[config.mk]
export PLATFORM = sky130hd
export DESIGN_NAME = i2c_master_bit_sequencer_flat
export DESIGN_NICKNAME = d
export VERILOG_FILES = /design/src/hw/rtl/i2cm_pkg.sv /design/src/hw/rtl/i2cm_ifs.sv /design/src/hw/rtl/i2cm_front.sv /design/src/hw/rtl/i2cm_back.sv /design/src/hw/rtl/i2c_master_bit_sequencer.sv /design/src/flat_wrapper.sv
export SDC_FILE = /design/constraint.sdc
export NUM_CORES = 1
export LEC_CHECK = 0
export BUFFER_PORTS_ARGS = -buffer_cell sky130_fd_sc_hd__buf_4
export CORE_ASPECT_RATIO = 0.8
export CORE_MARGIN = 2
export CORE_UTILIZATION = 50
export DETAILED_ROUTE_END_ITERATION = 10
export HOLD_SLACK_MARGIN = 0.08
export PLACE_DENSITY_LB_ADDON = 0.25
export REMOVE_ABC_BUFFERS = 1
export SLEW_MARGIN = 10
export SYNTH_ARGS = -nofsm -noshare
export SYNTH_HDL_FRONTEND = slang
export SYNTH_SLANG_ARGS = --single-unit
[constraint.sdc]
create_clock -name clk -period 4.48 [get_ports clk]
set_input_delay 1.12 -clock clk [delete_from_list [all_inputs] [get_ports clk]]
set_output_delay 1.12 -clock clk [all_outputs]
set_load 0.02 [all_outputs]
[src/hw/rtl/i2cm_pkg.sv]
// ---------------------------------------------------------------------------
// I2C master sequencer package
// Shared widths, command codes and the beat type passed from front to back.
// ---------------------------------------------------------------------------
`timescale 1ns / 1ps
`default_nettype none

package i2cm_pkg;

	// Width of the phase tick counter.
	localparam int TickBits = 16;
	// Width of the phase length registers.
	localparam int PhaseLenBits = 16;
	// Compare width: wide enough for either operand plus one.
	localparam int CmpBits = ((TickBits > PhaseLenBits) ? TickBits : PhaseLenBits) + 1;

	// Configuration port.
	localparam int CfgIdxBits = 1;
	localparam int CfgDataBits = 16;
	localparam logic [CfgIdxBits-1:0] CFG_LONG_PHASE = 1'd0;
	localparam logic [CfgIdxBits-1:0] CFG_SHORT_PHASE = 1'd1;
	localparam logic [PhaseLenBits-1:0] LONG_PHASE_RESET = 16'd5;
	localparam logic [PhaseLenBits-1:0] SHORT_PHASE_RESET = 16'd2;

	// Command codes carried in func.
	localparam logic [2:0] FUNC_TICK = 3'd0;
	localparam logic [2:0] CMD_START = 3'd1;
	localparam logic [2:0] CMD_STOP = 3'd2;
	localparam logic [2:0] CMD_WRITE = 3'd3;
	localparam logic [2:0] CMD_READ = 3'd4;
	localparam logic [2:0] CMD_SACK = 3'd5;
	localparam logic [2:0] CMD_RACK = 3'd6;
	// Spare code with no command behind it; it counts as a plain tick.
	localparam logic [2:0] FUNC_SPARE = 3'd7;

	// Classified input beat held in the queue between front and back.
	typedef struct packed {
		logic       is_cmd;
		logic [2:0] cmd;
		logic [7:0] tx_byte;
		logic       ack_bit;
		logic       sda_level;
	} q_item_t;

	// Handshake between queue head and back end.
	typedef struct packed {
		logic    valid;
		q_item_t item;
	} q_head_t;

	// One result beat.
	typedef struct packed {
		logic       scl_level;
		logic       sda_drive;
		logic       sda_value;
		logic       busy_res;
		logic       done_res;
		logic [7:0] rx_byte;
		logic       rx_ack;
		logic       refused;
	} res_t;

endpackage

`default_nettype wire

[src/hw/rtl/i2cm_ifs.sv]
// ---------------------------------------------------------------------------
// I2C master sequencer channel interfaces
// Valid/ready channels for command/tick beats in and result beats out.
// ---------------------------------------------------------------------------
`timescale 1ns / 1ps
`default_nettype none

interface i2cm_cmd_if;
	logic       valid;
	logic       ready;
	logic [2:0] func;
	logic [7:0] tx_byte;
	logic       ack_bit;
	logic       sda_level;

	modport source (output valid, output func, output tx_byte, output ack_bit,
		output sda_level, input ready);
	modport sink (input valid, input func, input tx_byte, input ack_bit,
		input sda_level, output ready);
endinterface

interface i2cm_res_if;
	logic       valid;
	logic       ready;
	logic       scl_level;
	logic       sda_drive;
	logic       sda_value;
	logic       busy_res;
	logic       done_res;
	logic [7:0] rx_byte;
	logic       rx_ack;
	logic       refused;

	modport source (output valid, output scl_level, output sda_drive, output sda_value,
		output busy_res, output done_res, output rx_byte, output rx_ack,
		output refused, input ready);
	modport sink (input valid, input scl_level, input sda_drive, input sda_value,
		input busy_res, input done_res, input rx_byte, input rx_ack,
		input refused, output ready);
endinterface

`default_nettype wire

[src/hw/rtl/i2cm_front.sv]
// ---------------------------------------------------------------------------
// I2C master sequencer front end
// Accepts input beats, classifies them as command or tick, and holds them
// in a two-entry queue for the back end.
// ---------------------------------------------------------------------------
`timescale 1ns / 1ps
`default_nettype none

module i2cm_front (
	input  wire              clk,
	input  wire              arst_n,
	i2cm_cmd_if.sink         cmd,
	output i2cm_pkg::q_head_t head,
	input  wire              pop
);

	i2cm_pkg::q_item_t       slot_q [2];
	logic                    wr_ptr_q;
	logic                    rd_ptr_q;
	logic [1:0]              count_q;
	i2cm_pkg::q_item_t       item_in;
	logic                    push;
	logic                    do_pop;

	// Classify the incoming beat; the spare code counts as a plain tick.
	always_comb begin
		item_in.is_cmd    = (cmd.func != i2cm_pkg::FUNC_TICK)
			&& (cmd.func != i2cm_pkg::FUNC_SPARE);
		item_in.cmd       = cmd.func;
		item_in.tx_byte   = cmd.tx_byte;
		item_in.ack_bit   = cmd.ack_bit;
		item_in.sda_level = cmd.sda_level;
	end

	assign cmd.ready = (count_q != 2'd2);
	assign push      = cmd.valid && cmd.ready;
	assign do_pop    = pop && (count_q != 2'd0);

	assign head.valid = (count_q != 2'd0);
	assign head.item  = slot_q[rd_ptr_q];

	// Queue storage.
	always_ff @(posedge clk) begin
		if (push) begin
			slot_q[wr_ptr_q] <= item_in;
		end
	end

	// Queue pointers and fill level.
	always_ff @(posedge clk or negedge arst_n) begin
		if (!arst_n) begin
			wr_ptr_q <= 1'b0;
			rd_ptr_q <= 1'b0;
			count_q  <= 2'd0;
		end else begin
			if (push) begin
				wr_ptr_q <= ~wr_ptr_q;
			end
			if (do_pop) begin
				rd_ptr_q <= ~rd_ptr_q;
			end
			if (push && !do_pop) begin
				count_q <= count_q + 2'd1;
			end else if (!push && do_pop) begin
				count_q <= count_q - 2'd1;
			end
		end
	end

endmodule

`default_nettype wire

[src/hw/rtl/i2cm_back.sv]
// ---------------------------------------------------------------------------
// I2C master sequencer back end
// Steps the SCL/SDA phase sequencer once per queued beat and registers the
// result beat; holds the phase length registers.
// ---------------------------------------------------------------------------
`timescale 1ns / 1ps
`default_nettype none

module i2cm_back (
	input  wire                                    clk,
	input  wire                                    arst_n,
	input  wire i2cm_pkg::q_head_t                 head,
	output logic                                   pop,
	i2cm_res_if.source                             res,
	input  wire                                    cfg_we,
	input  wire [i2cm_pkg::CfgIdxBits-1:0]         cfg_index,
	input  wire [i2cm_pkg::CfgDataBits-1:0]        cfg_data
);

	localparam logic [3:0] PH_IDLE    = 4'd0;
	localparam logic [3:0] PH_START_A = 4'd1;
	localparam logic [3:0] PH_START_B = 4'd2;
	localparam logic [3:0] PH_START_C = 4'd3;
	localparam logic [3:0] PH_STOP_A  = 4'd4;
	localparam logic [3:0] PH_STOP_B  = 4'd5;
	localparam logic [3:0] PH_SETUP   = 4'd6;
	localparam logic [3:0] PH_HIGH    = 4'd7;
	localparam logic [3:0] PH_LOW     = 4'd8;
	localparam logic [3:0] PH_HOLD    = 4'd9;
	localparam logic [3:0] PH_PRE     = 4'd10;

	localparam int TB = i2cm_pkg::TickBits;
	localparam int CB = i2cm_pkg::CmpBits;

	logic [i2cm_pkg::PhaseLenBits-1:0] long_q;
	logic [i2cm_pkg::PhaseLenBits-1:0] short_q;

	logic [3:0]    phase_q,  phase_n;
	logic [2:0]    bits_q,   bits_n;
	logic [7:0]    shift_q,  shift_n;
	logic [TB-1:0] tick_q,   tick_n;
	logic [2:0]    ccmd_q,   ccmd_n;
	logic          scl_q,    scl_n;
	logic          sda_q,    sda_n;
	logic          oe_q,     oe_n;

	logic                    out_valid_q;
	i2cm_pkg::res_t          out_q;
	i2cm_pkg::res_t          out_n;
	logic                    step;
	logic [i2cm_pkg::PhaseLenBits-1:0] dur;
	logic [CB-1:0]           tick_inc;
	logic                    phase_end;
	logic                    done;
	logic [7:0]              shift_adv;

	// A beat is stepped when the output register is free or being emptied.
	assign step = head.valid && (!out_valid_q || res.ready);
	assign pop  = step;

	// Phase length for the current phase.
	always_comb begin
		dur = long_q;
		if ((phase_q == PH_SETUP)
			|| ((phase_q == PH_HOLD) && (ccmd_q == i2cm_pkg::CMD_READ))) begin
			dur = short_q;
		end
	end

	assign tick_inc  = CB'(tick_q) + CB'(1);
	assign phase_end = !((tick_inc < CB'(dur)) && (tick_q != {TB{1'b1}}));
	assign shift_adv = {shift_q[6:0], head.item.sda_level};

	// Next state of the sequencer for one beat.
	always_comb begin
		phase_n = phase_q;
		bits_n  = bits_q;
		shift_n = shift_q;
		tick_n  = tick_q;
		ccmd_n  = ccmd_q;
		scl_n   = scl_q;
		sda_n   = sda_q;
		oe_n    = oe_q;
		done    = 1'b0;
		if (phase_q == PH_IDLE) begin
			if (head.item.is_cmd) begin
				ccmd_n = head.item.cmd;
				tick_n = '0;
				bits_n = 3'd0;
				unique case (head.item.cmd)
					i2cm_pkg::CMD_START: begin
						oe_n = 1'b1; scl_n = 1'b1; sda_n = 1'b1; phase_n = PH_START_A;
					end
					i2cm_pkg::CMD_STOP: begin
						oe_n = 1'b1; scl_n = 1'b1; sda_n = 1'b0; phase_n = PH_STOP_A;
					end
					i2cm_pkg::CMD_WRITE: begin
						oe_n = 1'b1; scl_n = 1'b0; sda_n = 1'b0;
						shift_n = head.item.tx_byte; bits_n = 3'd7; phase_n = PH_PRE;
					end
					i2cm_pkg::CMD_READ: begin
						oe_n = 1'b0; scl_n = 1'b1;
						shift_n = 8'd0; bits_n = 3'd7; phase_n = PH_HIGH;
					end
					i2cm_pkg::CMD_SACK: begin
						oe_n = 1'b1; scl_n = 1'b0; sda_n = head.item.ack_bit;
						phase_n = PH_SETUP;
					end
					default: begin
						oe_n = 1'b0; scl_n = 1'b1; shift_n = 8'd0; phase_n = PH_HIGH;
					end
				endcase
			end
		end else if (!phase_end) begin
			tick_n = tick_inc[TB-1:0];
		end else begin
			tick_n = '0;
			unique case (phase_q)
				PH_START_A: begin sda_n = 1'b0; phase_n = PH_START_B; end
				PH_START_B: begin scl_n = 1'b0; phase_n = PH_START_C; end
				PH_START_C: begin phase_n = PH_IDLE; done = 1'b1; end
				PH_STOP_A:  begin sda_n = 1'b1; phase_n = PH_STOP_B; end
				PH_STOP_B:  begin phase_n = PH_IDLE; done = 1'b1; end
				PH_PRE:     begin sda_n = shift_q[7]; phase_n = PH_SETUP; end
				PH_SETUP:   begin scl_n = 1'b1; phase_n = PH_HIGH; end
				PH_HIGH: begin
					if ((ccmd_q == i2cm_pkg::CMD_RACK)
						|| (ccmd_q == i2cm_pkg::CMD_READ)) begin
						shift_n = shift_adv;
						phase_n = PH_HOLD;
					end else begin
						scl_n   = 1'b0;
						phase_n = PH_LOW;
					end
				end
				PH_HOLD:    begin scl_n = 1'b0; phase_n = PH_LOW; end
				PH_LOW: begin
					if ((bits_q != 3'd0) && (ccmd_q == i2cm_pkg::CMD_WRITE)) begin
						bits_n  = bits_q - 3'd1;
						shift_n = {shift_q[6:0], 1'b0};
						sda_n   = shift_q[6];
						phase_n = PH_SETUP;
					end else if ((bits_q != 3'd0) && (ccmd_q == i2cm_pkg::CMD_READ)) begin
						bits_n  = bits_q - 3'd1;
						scl_n   = 1'b1;
						phase_n = PH_HIGH;
					end else begin
						phase_n = PH_IDLE;
						done    = 1'b1;
					end
				end
				default:    begin phase_n = PH_IDLE; end
			endcase
		end
	end

	// Result beat built from the stepped state.
	always_comb begin
		out_n.scl_level = scl_n;
		out_n.sda_drive = oe_n;
		out_n.sda_value = oe_n & sda_n;
		out_n.busy_res  = (phase_n != PH_IDLE);
		out_n.done_res  = done;
		out_n.rx_byte   = (done && (ccmd_q == i2cm_pkg::CMD_READ)) ? shift_n : 8'd0;
		out_n.rx_ack    = done && (ccmd_q == i2cm_pkg::CMD_RACK) && shift_n[0];
		out_n.refused   = (phase_q != PH_IDLE) && head.item.is_cmd;
	end

	// Sequencer state.
	always_ff @(posedge clk or negedge arst_n) begin
		if (!arst_n) begin
			phase_q <= PH_IDLE;
			bits_q  <= 3'd0;
			shift_q <= 8'd0;
			tick_q  <= '0;
			ccmd_q  <= 3'd0;
			scl_q   <= 1'b1;
			sda_q   <= 1'b1;
			oe_q    <= 1'b1;
		end else if (step) begin
			phase_q <= phase_n;
			bits_q  <= bits_n;
			shift_q <= shift_n;
			tick_q  <= tick_n;
			ccmd_q  <= ccmd_n;
			scl_q   <= scl_n;
			sda_q   <= sda_n;
			oe_q    <= oe_n;
		end
	end

	// Phase length registers.
	always_ff @(posedge clk or negedge arst_n) begin
		if (!arst_n) begin
			long_q  <= i2cm_pkg::LONG_PHASE_RESET;
			short_q <= i2cm_pkg::SHORT_PHASE_RESET;
		end else if (cfg_we) begin
			if (cfg_index == i2cm_pkg::CFG_LONG_PHASE) begin
				long_q <= cfg_data;
			end
			if (cfg_index == i2cm_pkg::CFG_SHORT_PHASE) begin
				short_q <= cfg_data;
			end
		end
	end

	// Output register.
	always_ff @(posedge clk or negedge arst_n) begin
		if (!arst_n) begin
			out_valid_q <= 1'b0;
		end else if (step) begin
			out_valid_q <= 1'b1;
		end else if (res.ready) begin
			out_valid_q <= 1'b0;
		end
	end

	always_ff @(posedge clk) begin
		if (step) begin
			out_q <= out_n;
		end
	end

	assign res.valid     = out_valid_q;
	assign res.scl_level = out_q.scl_level;
	assign res.sda_drive = out_q.sda_drive;
	assign res.sda_value = out_q.sda_value;
	assign res.busy_res  = out_q.busy_res;
	assign res.done_res  = out_q.done_res;
	assign res.rx_byte   = out_q.rx_byte;
	assign res.rx_ack    = out_q.rx_ack;
	assign res.refused   = out_q.refused;

endmodule

`default_nettype wire

[src/hw/rtl/i2c_master_bit_sequencer.sv]
// ---------------------------------------------------------------------------
// I2C master bit sequencer
// Command and tick beats drive a timed SCL/SDA phase sequencer; each beat
// gives one result beat with pin levels, busy, done and received data.
// ---------------------------------------------------------------------------
//  channel   dir  handshake        payload
//  cmd       in   valid / ready    func, tx_byte, ack_bit, sda_level
//  res       out  valid / ready    scl_level, sda_drive, sda_value, busy_res,
//                                  done_res, rx_byte, rx_ack, refused
//  cfg       in   cfg_we           cfg_index, cfg_data
//
// One beat per cycle sustained while res is ready; a beat is written into the queue
// at the edge that accepts it, then one sequencer step moves its result into the
// output register, where it is offered until it is taken.
// While a result waits to be taken the queue takes up to two more beats, then
// ready drops until the result leaves.
// Reset is asynchronous and leaves SCL and SDA driven high, the sequencer
// idle and the queue empty, with phase lengths of five (long) and two (short)
// ticks.
// ---------------------------------------------------------------------------
`timescale 1ns / 1ps
`default_nettype none

module i2c_master_bit_sequencer (
	input  wire                             clk,
	input  wire                             arst_n,
	i2cm_cmd_if.sink                        cmd,
	i2cm_res_if.source                      res,
	input  wire                             cfg_we,
	input  wire [i2cm_pkg::CfgIdxBits-1:0]  cfg_index,
	input  wire [i2cm_pkg::CfgDataBits-1:0] cfg_data
);

	i2cm_pkg::q_head_t head;
	logic              pop;

	// Accept and classify beats.
	i2cm_front u_front (
		.clk    (clk),
		.arst_n (arst_n),
		.cmd    (cmd),
		.head   (head),
		.pop    (pop)
	);

	// Run the bus phases.
	i2cm_back u_back (
		.clk       (clk),
		.arst_n    (arst_n),
		.head      (head),
		.pop       (pop),
		.res       (res),
		.cfg_we    (cfg_we),
		.cfg_index (cfg_index),
		.cfg_data  (cfg_data)
	);

endmodule

`default_nettype wire
[src/flat_wrapper.sv]
// flat-port wrapper written by rule: the top's interface ports become plain ports
module i2c_master_bit_sequencer_flat 
  (clk, arst_n, cfg_we, cfg_index, cfg_data, cmd_valid, cmd_func, cmd_tx_byte, cmd_ack_bit, cmd_sda_level, cmd_ready, res_valid, res_scl_level, res_sda_drive, res_sda_value, res_busy_res, res_done_res, res_rx_byte, res_rx_ack, res_refused, res_ready);
  i2cm_cmd_if cmd_i ();
  i2cm_res_if res_i ();
  input  wire clk;
  input  wire arst_n;
  input  wire cfg_we;
  input  wire [i2cm_pkg::CfgIdxBits-1:0] cfg_index;
  input  wire [i2cm_pkg::CfgDataBits-1:0] cfg_data;
  input wire logic [$bits(cmd_i.valid)-1:0] cmd_valid;
  input wire logic [$bits(cmd_i.func)-1:0] cmd_func;
  input wire logic [$bits(cmd_i.tx_byte)-1:0] cmd_tx_byte;
  input wire logic [$bits(cmd_i.ack_bit)-1:0] cmd_ack_bit;
  input wire logic [$bits(cmd_i.sda_level)-1:0] cmd_sda_level;
  output wire logic [$bits(cmd_i.ready)-1:0] cmd_ready;
  output wire logic [$bits(res_i.valid)-1:0] res_valid;
  output wire logic [$bits(res_i.scl_level)-1:0] res_scl_level;
  output wire logic [$bits(res_i.sda_drive)-1:0] res_sda_drive;
  output wire logic [$bits(res_i.sda_value)-1:0] res_sda_value;
  output wire logic [$bits(res_i.busy_res)-1:0] res_busy_res;
  output wire logic [$bits(res_i.done_res)-1:0] res_done_res;
  output wire logic [$bits(res_i.rx_byte)-1:0] res_rx_byte;
  output wire logic [$bits(res_i.rx_ack)-1:0] res_rx_ack;
  output wire logic [$bits(res_i.refused)-1:0] res_refused;
  input wire logic [$bits(res_i.ready)-1:0] res_ready;
  assign cmd_i.valid = cmd_valid;
  assign cmd_i.func = cmd_func;
  assign cmd_i.tx_byte = cmd_tx_byte;
  assign cmd_i.ack_bit = cmd_ack_bit;
  assign cmd_i.sda_level = cmd_sda_level;
  assign cmd_ready = cmd_i.ready;
  assign res_valid = res_i.valid;
  assign res_scl_level = res_i.scl_level;
  assign res_sda_drive = res_i.sda_drive;
  assign res_sda_value = res_i.sda_value;
  assign res_busy_res = res_i.busy_res;
  assign res_done_res = res_i.done_res;
  assign res_rx_byte = res_i.rx_byte;
  assign res_rx_ack = res_i.rx_ack;
  assign res_refused = res_i.refused;
  assign res_i.ready = res_ready;
  i2c_master_bit_sequencer u_core (.clk(clk), .arst_n(arst_n), .cmd(cmd_i), .res(res_i), .cfg_we(cfg_we), .cfg_index(cfg_index), .cfg_data(cfg_data));
endmodule
==> impl_metrics.py <==
metrics = {
    "power_and_ir_drop": {
        "peakVddDrop_v": 0.000338,
        "p_switching_w": 0.00138,
        "p_leak_nw": 3.05,
        "p_int_w": 0.00281,
        "p_per_area_mw_per_mm2": 588,
        "p_sw_share_pct": 33.0,
        "pwr-share-comb_pct": 29.4,
        "pwr-share-clk_pct": 32.1,
        "seq_power_share_pct": 38.5,
    },
    "yosys": {
        "async_reset_ff_share_pct": 63.2,
        "yosysUniqueCellTypes": 62,
        "synth.area.top_cells": "dfrtp_1, edfxtp_1, mux2_2",
        "synth_seq_area_share_pct": 52.9,
        "synth_edf_count": 43,
        "syn_area_mm2": 0.00595,
        "synth_area_per_cell_um2": 11.6,
        "synthDominantCellAreaShare_pct": 28.6,
        "synthCells": 512,
        "synth_top_area_cell": "dfrtp_1",
        "yosysWarnings": 0,
        "yosys_most_used_dff": "dfrtp_1",
        "synth-seq-cells": 117,
    },
    "detailed_routing": {
        "firstDrtPassIters": 4,
        "vias": 4198,
        "drtIter0Drc": 352,
        "viasPerCell": 5.72,
        "drc_errors": 0,
        "ant_nets": 0,
        "wl_per_cell_um": 17.7,
        "drt-total-wl_um": 13000,
    },
    "sta": {
        "slew_viol_final": 0,
        "fmaxAchievable_mhz": 247,
        "grt_setup_unrepaired": "no",
        "relSlewSlack_pct": 20.5,
        "holdWs_ns": 0.498,
        "tightest_slew_ns": 1.19,
        "min_period_over_period_pct": 90.5,
        "setup_viol": 0,
        "final.setup.worst_slack_ns": 0.424,
        "skew_ns": 0.00979,
        "finalHoldViolCount": 0,
        "tns_ns": 0,
        "period_needed_ns": 4.06,
    },
    "setup_path": {
        "crit_type": "flop to flop",
        "end_kind": "flop",
        "startpoint_type": "flop",
        "worstPathArrival_ns": 4.20,
        "cp_max_fo": 9,
        "critPathRequiredTime_ns": 4.63,
    },
    "cts": {
        "clk_pin_slew_ns": 0.05,
        "cts_buffers": 17,
        "clockBufferDepth": 2,
        "tritoncts": "yes",
        "cts.sinks": 117,
        "post_cts_buffers": 0,
        "clk_latency_ns": 0.42,
        "holdBufCountCts": 0,
        "root_buffer": "clkbuf_16",
        "cts.htree.levels": 4,
    },
    "floorplanning": {
        "ios": 52,
        "initial_utilization_pct": 51.5,
        "dieArea_mm2": 0.0128,
        "core_area_mm2": 0.0116,
        "die_x_um": 126,
        "placementRows": 35,
        "die_y_um": 102,
    },
    "final_layout": {
        "stdcell_count": 734,
        "finalNetCount": 627,
        "fin_area_mm2": 0.00712,
        "area_growth_syn_to_layout_pct": 19.5,
        "n_antenna_cell": 0,
        "drive_gt1_share_pct": 24.4,
    },
    "status": {
        "status": "finished clean",
    },
    "place": {
        "hpwlAfterDp_um": 8960,
        "post-place-cells": 702,
        "routabilityCongestion": 0.870,
        "post_dp_cell_area_mm2": 0.00653,
        "io_buffers": 51,
        "pre_cts_slack_ns": 0.313,
    },
    "job": {
        "drv_cap": 0,
    },
    "min_path": {
        "holdCritPathClass": "flop to flop",
    },
    "global_route": {
        "antenna_found_initial": 0,
        "grt_pass1_vias": 4108,
        "grt_overflow": 0,
        "grt_max_degree": 75,
        "grt_use_total_pct": 21.6,
        "grt_pass1_wl_um": 21300,
    },
}
==> layout by cell type (no fill, tap or decap), drive strengths merged, types with 6 or more instances in the layout <==
master,instances
nand2,31
dfrtp,68
a22o,15
mux2i,31
nand3,9
dfstp,6
o21ai,18
inv,9
nor2,51
o2bb2ai,6
clkbuf,21
a21oi,31
xor2,8
clkinv,6
nand4,9
ha,19
buf,63
a21boi,7
xnor2,11
edfxtp,43
and3,6
mux2,42
nor3,10
==> per-stage QoR <==
step / util (%) / total power, W
floorplan: - / 0.00240
global placement: 56.5 / 0.00279
detailed placement: 56.5 / 0.00284
CTS: 61.5 / 0.00420
global route: 61.6 / 0.00441
finish: 61.6 / 0.00419
==> cells by family after synthesis <==
group / count (synthesis) / share of synthesized area [%]
AO/OA/AOI/OAI: 110 / 12.9
AND/OR/NAND/NOR: 144 / 12.1
adder cells (fa/ha/maj): 19 / 3.99
XOR/XNOR: 19 / 2.79
buffers and inverters: 30 / 2.16
multiplexers: 73 / 13.2
flip-flops: 117 / 52.9
==> worst max-delay path, stage by stage, from the launching register on <==
cell,delay [ns]
dfrtp_1,0.42
ha_1,0.21
and3_1,0.32
nand3_4,0.15
nor3_1,0.24
xor2_1,0.22
ha_1,0.28
a21o_1,0.18
a21oi_1,0.24
o31ai_4,0.13
a31oi_1,0.19
o21bai_2,0.25
mux2i_1,0.26
o41ai_1,0.15
or4b_1,0.54
==> registers in the layout (all words and copies together), names as in the netlist, 2 cells and up <==
| name | flops |
|---|---|
| u_core.u_back.bits_q | 3 |
| u_core.u_back.ccmd_q | 3 |
| u_core.u_back.long_q | 16 |
| u_core.u_back.phase_q | 4 |
| u_core.u_back.res.rx_byte | 8 |
| u_core.u_back.shift_q | 8 |
| u_core.u_back.short_q | 16 |
| u_core.u_back.tick_q | 16 |
| u_core.u_front.count_q | 2 |
| u_core.u_front.slot_q | 28 |
==> cell usage after synthesis, types with 6 or more instances <==
master      n
a21boi_1    7
a21oi_1    31
a22o_1     15
and3_1      6
clkbuf_1   14
dfrtp_1    68
dfstp_2     6
edfxtp_1   43
ha_1       19
inv_1       9
mux2_2     41
mux2i_1    31
nand2_1    31
nand3_1     8
nand4_1     9
nor2_1     51
nor3_1     10
o21ai_0    13
o2bb2ai_1   6
xnor2_1    11
xor2_1      8
==> worst paths after layout <==
path                                          from                    endpoint  slack, ns  cells past startpoint
min in group asynchronous                   arst_n     u_core.u_front.wr_ptr_q       0.82                      1
setup / recovery           u_core.u_back.tick_q[0]  u_core.u_back.res.busy_res       0.42                     14
max in group asynchronous                   arst_n    u_core.u_back.shift_q[0]       2.99                      1
hold reg to reg            u_core.u_back.res.valid     u_core.u_back.res.valid       0.50                      2
setup reg to reg           u_core.u_back.tick_q[0]  u_core.u_back.res.busy_res       0.42                     14
hold / removal             u_core.u_back.res.valid     u_core.u_back.res.valid       0.50                      2
==> final cells by class <==
type / count / area (um^2)
clock buffers: 21 / 450
clock inverters: 11 / 133
fillers: 940 / 4440
inverters: 9 / 33.8
multi-input cells: 365 / 2680
flip-flops and latches: 117 / 3150
well taps: 148 / 185
repair buffers: 63 / 485
==> power by group through the flow <==
stage	clock network, W	registers (W)	logic (W)
5_1_grt	0.00142	0.00164	0.00135
2_1_floorplan	0	0.00165	0.000745
3_3_place_gp	0	0.00161	0.00118
4_1_cts	0.00136	0.00161	0.00122
3_5_place_dp	0	0.00163	0.00122
6_report	0.00134	0.00161	0.00123
==> routing by layer <==
layer / vias up / routed length (um) / GRT usage [%]
li1: 2018 / - / -
met1: 2033 / 6300 / 31.5
met2: 124 / 5760 / 32.1
met3: 23 / 652 / 4.33
met4: 0 / 247 / 8.54
met5: - / 0 / 0
==> timing repair <==
action,in CTS,in global routing
setup endpoints to repair,0,1
hold endpoints to repair,0,0
gates resized for setup,0,1
No activity file was read; power rests on OpenSTA's default activity.
